### src/rtl/core/rsi_pkg.sv
// Shared constants for the relative strength index block.
package rsi_pkg;

  localparam int PRICE_BITS_DEF  = 32;
  localparam int PERIOD_BITS_DEF = 8;
  localparam int RET_BITS        = 32;
  localparam int RSI_BITS        = 23;
  localparam int CFG_BITS        = 8;
  localparam logic [CFG_BITS-1:0] PERIOD_RESET = 8'd14;
  localparam logic [RSI_BITS-1:0] RSI_NO_LOSS  = 23'd6488712;
  localparam logic [RSI_BITS-1:0] RSI_FULL     = 23'd6553600;
  localparam logic [RET_BITS-1:0] RET_MAX      = 32'h7FFF_FFFF;

endpackage

### src/rtl/core/rsi_div.sv
// Restoring bit-serial divider: one quotient bit per cycle.
module rsi_div #(
  parameter int NUM_BITS = 48,
  parameter int DEN_BITS = 48
) (
  input  logic                clk,
  input  logic                rst,
  input  logic                start,
  input  logic [NUM_BITS-1:0] numer,
  input  logic [DEN_BITS-1:0] denom,
  output logic                busy,
  output logic                done,
  output logic [NUM_BITS-1:0] quot
);

  localparam int CNT_BITS = $clog2(NUM_BITS + 1);

  logic [DEN_BITS:0]     rem;
  logic [DEN_BITS:0]     trial;
  logic [DEN_BITS:0]     diff;
  logic [CNT_BITS-1:0]   count;

  assign trial = {rem[DEN_BITS-1:0], quot[NUM_BITS-1]};
  assign diff  = trial - {1'b0, denom};

  always_ff @(posedge clk) begin
    if (rst) begin
      busy  <= 1'b0;
      done  <= 1'b0;
      count <= '0;
    end else begin
      done <= 1'b0;
      if (start) begin
        busy  <= 1'b1;
        count <= CNT_BITS'(NUM_BITS);
        rem   <= '0;
        quot  <= numer;
      end else if (busy) begin
        if (!diff[DEN_BITS]) begin
          rem  <= diff;
          quot <= {quot[NUM_BITS-2:0], 1'b1};
        end else begin
          rem  <= trial;
          quot <= {quot[NUM_BITS-2:0], 1'b0};
        end
        count <= count - 1'b1;
        if (count == CNT_BITS'(1)) begin
          busy <= 1'b0;
          done <= 1'b1;
        end
      end
    end
  end

  assert property (@(posedge clk) disable iff (rst) done |-> !busy)
    else $error("divider done while busy");
  assert property (@(posedge clk) disable iff (rst) start |=> busy)
    else $error("divider did not start");
  assert property (@(posedge clk) disable iff (rst) $fell(busy) |-> done)
    else $error("divider stopped without done");

endmodule

### src/rtl/core/relative_strength_index.sv
// Top level: Wilder relative strength index over a stream of Q16.16 prices.
// A smoothed item runs up to four serial DW-bit divisions (DW = PRICE_BITS + 32, at least 56)
// and a shift-add multiply over the PERIOD_BITS bits of the period. An item that ends in
// seeding runs the return division unless clipped, then the two seeding divisions. A first
// price is kept. One item at a time; a waiting result stalls the core only at its next result.
// Reset: synchronous; clears the series state and sets the period to 14.
module relative_strength_index #(
  parameter int PRICE_BITS  = rsi_pkg::PRICE_BITS_DEF,
  parameter int PERIOD_BITS = rsi_pkg::PERIOD_BITS_DEF
) (
  input  logic                            clk,
  input  logic                            rst,
  input  logic [PRICE_BITS-1:0]           price,
  input  logic                            series_start,
  input  logic                            in_valid,
  output logic                            in_ready,
  output logic [rsi_pkg::RSI_BITS-1:0]    rsi_value,
  output logic                            return_clipped,
  output logic                            out_valid,
  input  logic                            out_ready,
  input  logic [rsi_pkg::CFG_BITS-1:0]    cfg_data,
  input  logic                            cfg_valid,
  output logic                            cfg_ready
);

  localparam int RET_BITS_L = rsi_pkg::RET_BITS;
  localparam int AVG_BITS = 32 + PERIOD_BITS;
  localparam int DW       = (PRICE_BITS + 32 > 56) ? PRICE_BITS + 32 : 56;
  localparam int MUL_BITS = AVG_BITS + PERIOD_BITS;

  localparam logic [3:0] S_IDLE  = 4'd0;
  localparam logic [3:0] S_RET   = 4'd1;
  localparam logic [3:0] S_ACC   = 4'd2;
  localparam logic [3:0] S_SDG   = 4'd3;
  localparam logic [3:0] S_SDL   = 4'd4;
  localparam logic [3:0] S_MUL   = 4'd5;
  localparam logic [3:0] S_SMG   = 4'd6;
  localparam logic [3:0] S_SML   = 4'd7;
  localparam logic [3:0] S_RSI   = 4'd8;
  localparam logic [3:0] S_OUT   = 4'd9;

  logic [3:0]              state;
  logic [PERIOD_BITS-1:0]  period;
  logic [PRICE_BITS-1:0]   prev, cur;
  logic                    have_prev, seeded, clip, neg;
  logic [AVG_BITS-1:0]     avg_gain, avg_loss;
  logic [PERIOD_BITS-1:0]  seed_count;
  logic [RET_BITS_L-1:0]   mag;
  logic [MUL_BITS-1:0]     prod_g, prod_l;
  logic [PERIOD_BITS-1:0]  mul_cnt;
  logic [PERIOD_BITS-1:0]  mul_sh;

  logic                    div_start, div_busy, div_done;
  logic [DW-1:0]           div_num, div_quot;
  logic [DW-1:0]           div_den;

  logic [PERIOD_BITS-1:0]  per_eff;
  logic [PRICE_BITS-1:0]   diff;
  logic [PRICE_BITS+7:0]   lim;
  logic                    cur_neg_w;

  assign per_eff   = (period == '0) ? PERIOD_BITS'(1) : period;
  assign cur_neg_w = cur < prev;
  assign diff = cur_neg_w ? (prev - cur) : (cur - prev);
  assign lim  = {1'b0, prev, 7'd0};

  assign in_ready  = (state == S_IDLE);
  assign cfg_ready = (state == S_IDLE);

  rsi_div #(.NUM_BITS(DW), .DEN_BITS(DW)) u_div (
    .clk, .rst, .start(div_start), .numer(div_num), .denom(div_den),
    .busy(div_busy), .done(div_done), .quot(div_quot)
  );

  logic [AVG_BITS-1:0] gain_x, loss_x;
  assign gain_x = neg ? '0 : AVG_BITS'(mag);
  assign loss_x = neg ? AVG_BITS'(mag) : '0;

  always_ff @(posedge clk) begin
    if (rst) begin
      state      <= S_IDLE;
      period     <= PERIOD_BITS'(rsi_pkg::PERIOD_RESET);
      prev       <= '0;
      have_prev  <= 1'b0;
      seeded     <= 1'b0;
      avg_gain   <= '0;
      avg_loss   <= '0;
      seed_count <= '0;
      out_valid  <= 1'b0;
      div_start  <= 1'b0;
    end else begin
      div_start <= 1'b0;
      if (cfg_valid && cfg_ready) period <= PERIOD_BITS'(cfg_data);
      if (out_valid && out_ready) out_valid <= 1'b0;
      unique case (state)
        S_IDLE: begin
          if (in_valid && in_ready) begin
            cur <= price;
            if (series_start || !have_prev) begin
              prev      <= price;
              have_prev <= 1'b1;
              if (series_start) begin
                seeded <= 1'b0; avg_gain <= '0; avg_loss <= '0; seed_count <= '0;
              end
            end else if (prev != '0) begin
              state <= S_RET;
            end else begin
              prev <= price;
            end
          end
        end
        S_RET: begin
          neg  <= cur_neg_w;
          prev <= cur;
          if (!cur_neg_w && {8'd0, diff} >= lim) begin
            clip  <= 1'b1;
            mag   <= rsi_pkg::RET_MAX;
            state <= S_ACC;
          end else begin
            clip      <= 1'b0;
            div_num   <= DW'({diff, 24'd0});
            div_den   <= DW'(prev);
            div_start <= 1'b1;
            state     <= S_ACC;
          end
        end
        S_ACC: begin
          if (clip || div_done) begin
            if (!clip) mag <= RET_BITS_L'(div_quot);
            if (!seeded) begin
              if (!clip) begin
                avg_gain <= avg_gain + (neg ? '0 : AVG_BITS'(div_quot));
                avg_loss <= avg_loss + (neg ? AVG_BITS'(div_quot) : '0);
              end else avg_gain <= avg_gain + AVG_BITS'(rsi_pkg::RET_MAX);
              if (seed_count != '1) seed_count <= seed_count + 1'b1;
              if (((seed_count != '1) ? seed_count + 1'b1 : seed_count) >= per_eff)
                state <= S_SDG;
              else
                state <= S_IDLE;
            end else begin
              prod_g  <= '0;
              prod_l  <= '0;
              mul_sh  <= per_eff - 1'b1;
              mul_cnt <= PERIOD_BITS'(PERIOD_BITS);
              state   <= S_MUL;
            end
          end
        end
        S_SDG: begin
          div_num   <= DW'(avg_gain);
          div_den   <= DW'(per_eff);
          div_start <= 1'b1;
          state     <= S_SDL;
        end
        S_SDL: begin
          if (div_done) begin
            if (div_den == DW'(per_eff) && !seeded) begin
              avg_gain  <= AVG_BITS'(div_quot);
              div_num   <= DW'(avg_loss);
              div_start <= 1'b1;
              seeded    <= 1'b1;
            end else begin
              avg_loss <= AVG_BITS'(div_quot);
              state    <= S_IDLE;
            end
          end
        end
        S_MUL: begin
          // Shift-add multiply by (per_eff - 1), most significant bit first.
          prod_g  <= (prod_g << 1) + (mul_sh[PERIOD_BITS-1] ? MUL_BITS'(avg_gain) : '0);
          prod_l  <= (prod_l << 1) + (mul_sh[PERIOD_BITS-1] ? MUL_BITS'(avg_loss) : '0);
          mul_sh  <= mul_sh << 1;
          mul_cnt <= mul_cnt - 1'b1;
          if (mul_cnt == PERIOD_BITS'(1)) begin
            state <= S_SMG;
          end
        end
        S_SMG: begin
          div_num   <= DW'(prod_g + MUL_BITS'(gain_x));
          div_den   <= DW'(per_eff);
          div_start <= 1'b1;
          state     <= S_SML;
          mul_cnt   <= '0;
        end
        S_SML: begin
          if (div_done) begin
            if (mul_cnt == '0) begin
              avg_gain  <= AVG_BITS'(div_quot);
              div_num   <= DW'(prod_l + MUL_BITS'(loss_x));
              div_start <= 1'b1;
              mul_cnt   <= PERIOD_BITS'(1);
            end else begin
              avg_loss <= AVG_BITS'(div_quot);
              state    <= S_RSI;
              mul_cnt  <= '0;
            end
          end
        end
        S_RSI: begin
          if (avg_loss != '0) begin
            // The full scale 6553600 is 100 * 2^16, so it is three shifted copies of the gain.
            div_num   <= (DW'(avg_gain) << 22) + (DW'(avg_gain) << 21)
                         + (DW'(avg_gain) << 18);
            div_den   <= DW'(avg_gain) + DW'(avg_loss);
            div_start <= 1'b1;
            state     <= S_OUT;
          end else if (!out_valid) begin
            rsi_value      <= rsi_pkg::RSI_NO_LOSS;
            return_clipped <= clip;
            out_valid      <= 1'b1;
            state          <= S_IDLE;
          end
        end
        S_OUT: begin
          // The quotient holds until the next start, so a busy output can be waited out.
          if (!div_start && !div_busy && !out_valid) begin
            rsi_value      <= rsi_pkg::RSI_BITS'(div_quot);
            return_clipped <= clip;
            out_valid      <= 1'b1;
            state          <= S_IDLE;
          end
        end
        default: state <= S_IDLE;
      endcase
    end
  end

  assert property (@(posedge clk) disable iff (rst)
    (out_valid && !out_ready) |=> ($stable(rsi_value) && $stable(return_clipped)))
    else $error("result changed while waiting");
  assert property (@(posedge clk) disable iff (rst) in_ready |-> !div_busy)
    else $error("input taken while divider busy");
  assert property (@(posedge clk) disable iff (rst)
    (out_valid && !out_ready) |=> out_valid)
    else $error("result dropped");

endmodule

### config.mk
export PLATFORM = sky130hd
export DESIGN_NAME = relative_strength_index
export DESIGN_NICKNAME = d
export VERILOG_FILES = /design/src/rtl/core/rsi_pkg.sv /design/src/rtl/core/rsi_div.sv /design/src/rtl/core/relative_strength_index.sv
export SDC_FILE = /design/constraint.sdc
export NUM_CORES = 2
export LEC_CHECK = 0
export BUFFER_PORTS_ARGS = -buffer_cell sky130_fd_sc_hd__clkbuf_2
export CORE_MARGIN = 2
export CORE_UTILIZATION = 65
export CTS_BUF_LIST = sky130_fd_sc_hd__clkbuf_8
export DETAILED_ROUTE_END_ITERATION = 6
export GPL_TIMING_DRIVEN = 0
export MAX_ROUTING_LAYER = met4
export PLACE_DENSITY_LB_ADDON = 0.1
export SLEW_MARGIN = 20
export SYNTH_ARGS = -nofsm -noshare
export SYNTH_HDL_FRONTEND = slang
export SYNTH_HIERARCHICAL = 1
export SYNTH_SLANG_ARGS = --single-unit
### constraint.sdc
create_clock -name clk -period 31.6 [get_ports clk]
set_clock_uncertainty 0.2 [all_clocks]
set_input_delay 9.48 -clock clk [delete_from_list [all_inputs] [get_ports clk]]
set_output_delay 9.48 -clock clk [all_outputs]
set_load 0.02 [all_outputs]
==> impl_summary.txt <==
----------------------------------------------------
[Run status]
  Status ... completed

[Routing]
  DRC marker count from the first detailed-route iteration ... 6419
  DRC violation count after routing ... 0
  First-pass iteration count of the detailed router ... 7
  Routed length per instance ... approximately 26 um
  Total number of vias ... between 40000 and 50000
  Number of routed nets with antenna violations ... 0
  Total wirelength of the detailed-routed design ... between 150 and 200 mm
  Detail-routed via count per cell ... 6.85

[GRT]
  GR Overflow Total ... 0
  Wire length of the first global-routing pass ... 276 mm
  Number of antenna violations at the first check in global routing ... 12
  Total routing resource utilization after global routing ... approximately 46%
  Vias in the first global route ... about 46000
  Pin count of the biggest net entering global routing ... 28

[CTS]
  TritonCTS clock tree ... done
  Clock slew at reported path FFs ... roughly 0.06 ns
  Post-CTS Hold Buffers ... 0
  Total CTS buffers ... between 100 and 150
  Cell at the root of the clock tree ... clkbuf_8
  Latest clock arrival within the worst-skew pair ... about 0.80 ns
  Setup Buffers After CTS ... 0
  Sinks on the clock net ... between 500 and 600
  Resized Gates After CTS ... 0
  Clock Path Buffers ... 3
  CTS H-tree lvls ... 3

[Flow run]
  Maximum Capacitance Violations ... 0

[Worst setup path]
  Endpoint arrival time on the critical path ... roughly 2.7 ns
  Worst path slowest cell ... nor4_2
  Kind of start point of the critical path ... flip-flop
  Crit Path Max Fanout ... 11
  Cells traversed along the worst timing path ... clkbuf_1 -> nor4_2 -> buf_2 -> clkbuf_1 -> buf_4 -> clkbuf_2
  Class of the most critical setup path ... reg -> out
  Element type at the critical path end ... output port
  Required time at the worst-slack endpoint ... between 20 and 25 ns
  Most prevalent standard cell on the critical path ... clkbuf_1
  Max stage delay on crit path ... 0.49 ns

[Synthesis]
  Cells after Synth ... approximately 5800
  EDFF count, synth ... around 430
  Sequential area share after synthesis ... about a third
  Fraction of synthesis flops using an asynchronous set or reset pin ... 0%
  Post-synthesis register bit count ... roughly 580
  Top flip-flop cell by instance count after synthesis ... edfxtp_1
  Count of distinct cell types in the synthesized netlist ... about 110
  Avg Cell Area, Syn ... 8.80 um^2
  Yosys warning count ... 6
  Post-synthesis cell area ... 50700 um^2

[Placed design]
  HPWL after detailed placement ... between 100 and 150 mm
  Buffers on Ports ... between 70 and 80
  Routability congestion estimate from global placement ... between 1 and 1.5
  Placed cell areas ... 53000 um^2

[Cells and area]
  Share of post-route cells with drive strength above 1 ... between 7 and 8%
  Layout overhead on the synthesized area ... 8.97%
  Final instance area ... around 55000 um^2
  Fin nets ... 6556
  Core occupancy in the finished layout ... between 70% and 80%

[STA]
  Max-slew violation total from the final report ... 0
  Sum of negative setup slack ... 0 ns
  Post-route clock period utilization ... 39.3%
  Tightest slew margin relative to the limit ... under 10%
  Post-layout minimum cycle time ... ~12 ns
  RSZ-0062 raised after global routing ... no
  Final hold violation count ... 0
  Setup violation total in the final timing report ... 0
  Peak clock frequency supported by timing ... between 0.08 and 0.09 GHz
  Least-Margin Pin Slew ... 1.36 ns

[Die]
  Core ar. ... 77300 um^2
  Num rows ... 102
  I/O pin cnt ... 73
  Effective utilization at floorplan ... between 60 and 70%
  Die width ... around 280 um
  Vert. Die Dim ... 283 um
  Full die area ... 80200 um^2

[Pwr]
  Leakage power of the design ... ~23 nW
  Max IR drop VDD ... roughly 0.00006 V
  Post-layout power ... around 0.0055 W
  Total power divided by cell area ... roughly 99 nW/um^2

[Hold path]
  Kind of path behind the tightest hold check ... reg -> reg

----------------------------------------------------
synth_stat cells (20+ instances only):
| library cell | count | area share [%] |
|---|---|---|
| o211ai_1 | 31 | 0.46 |
| inv_1 | 251 | 1.9 |
| ha_1 | 470 | 12 |
| o21bai_1 | 68 | 1.0 |
| fa_1 | 47 | 1.9 |
| a221oi_1 | 70 | 1.2 |
| nand2b_1 | 103 | 1.3 |
| a311oi_1 | 37 | 0.64 |
| clkbuf_1 | 230 | 1.7 |
| dfxtp_1 | 145 | 5.7 |
| xor2_1 | 160 | 2.8 |
| buf_2 | 33 | 0.33 |
| nor3_1 | 91 | 0.90 |
| edfxtp_1 | 434 | 26 |
| a21o_1 | 295 | 4.4 |
| nand2_1 | 373 | 2.8 |
| o21a_1 | 49 | 0.73 |
| a211oi_1 | 54 | 0.80 |
| nor2_1 | 460 | 3.4 |
| mux2_2 | 68 | 1.5 |
| a21oi_1 | 502 | 5.0 |
| nand4_1 | 92 | 1.1 |
| o21ai_1 | 34 | 0.34 |
| and3_1 | 43 | 0.53 |
| a22oi_1 | 27 | 0.40 |
| and2_1 | 195 | 2.4 |
| a221o_1 | 20 | 0.40 |
| o21ai_0 | 345 | 3.4 |
| o31ai_1 | 23 | 0.34 |
| nor2b_1 | 93 | 1.1 |
| a31oi_1 | 60 | 0.74 |
| xnor2_1 | 248 | 4.3 |
| o22ai_1 | 24 | 0.30 |
| nand3_1 | 121 | 1.2 |
| a222oi_1 | 26 | 0.51 |
| nor4_1 | 68 | 0.84 |
| or3_1 | 36 | 0.44 |
final cells by class:
type                            count  area, um^2
Inverter                          253         951
Fill cell                        6179       22100
Sequential cell                   579       15900
Clock inverter                     79         577
Multi-Input combinational cell   4658       32700
Clock buffer                      118        1620
Tap cell                         1040        1300
Antenna cell                       10        25.0
Timing Repair Buffer              106         835
Buffer                            291        1220
placed cells by master, fill, tap and decap left out, drive strengths merged, types with 69 or more instances in the layout:
cell type and count:
nand2 375, a221oi 73, nor2 461, nand3 121, nand4 92, nor4 69
xor2 160, xnor2 248, a21o 295, nor3 91, clkbuf 421, buf 94
inv 299, ha 470, edfxtp 434, nand2b 103, dfxtp 145, o21ai 381
a21oi 507, nor2b 95, and2 195
flip-flops by register name (all words and copies together) (netlist names), 4 cells and up:
name	cells
prod_l	48
div_num	63
u_div/quot	64
mag	32
cur	32
prev	32
prod_g	48
seed_count	8
period	8
u_div/count	7
div_den	41
avg_gain	40
avg_loss	40
mul_sh	8
rsi_value	23
u_div/rem	64
state	4
mul_cnt	8
critical path: cells and delay by family, from the launching register on:
kind                   cells  cell delay, ns
buffers and inverters      5            1.18
and+or+nand+nor            1            0.49
DFF                        1            0.29
through the flow:
step	setup WS, ns	instances	hold slack (ns)
2_1_floorplan	15.05	5781	0.224
4_1_cts	19.22	7124	0.270
3_5_place_dp	19.41	6927	0.253
6_report	19.18	7134	0.274
5_1_grt	19.05	7132	0.287
3_3_place_gp	11.14	6892	0.243
kinds of logic (layout without fill, tap and decap cells):
group           after synthesis  in the layout  synth area share [%]
xor+xnor                    408            408                  7.05
mux                          80             80                  1.75
buf+inv                     544            847                  4.26
simple gates               1749           1749                  17.2
fa+ha+maj                   517            517                  13.5
flops                       579            579                  31.5
compound gates             1880           1880                  24.8
other cells                   1             34               0.00740
worst paths after layout:
path,startpoint,endpoint,slack [ns],cells after the start
worst max-delay path,state[3],in_ready,19.18,6
worst min-delay path,have_prev,have_prev,0.27,2
worst max register to register,prev[13],div_num[14],22.70,26
worst min register to register,have_prev,have_prev,0.27,2
report_power, final:
part | total (W) | switching [W] | internal [W]
clock | 0.000765 | 0.000361 | 0.000404
combinational | 0.00335 | 0.00209 | 0.00126
sequential | 0.00135 | 0.000274 | 0.00107
routing by layer:
layer | global-route usage (%) | routed length [um] | vias to the layer above
li1 | - | - | 21900
met1 | 57.2 | 68200 | 22900
met2 | 67.9 | 79900 | 3425
met3 | 12.3 | 25200 | 736
met4 | 28.4 | 13900 | 0
met5 | - | 0 | -
Power figures use the tool's default switching activity.
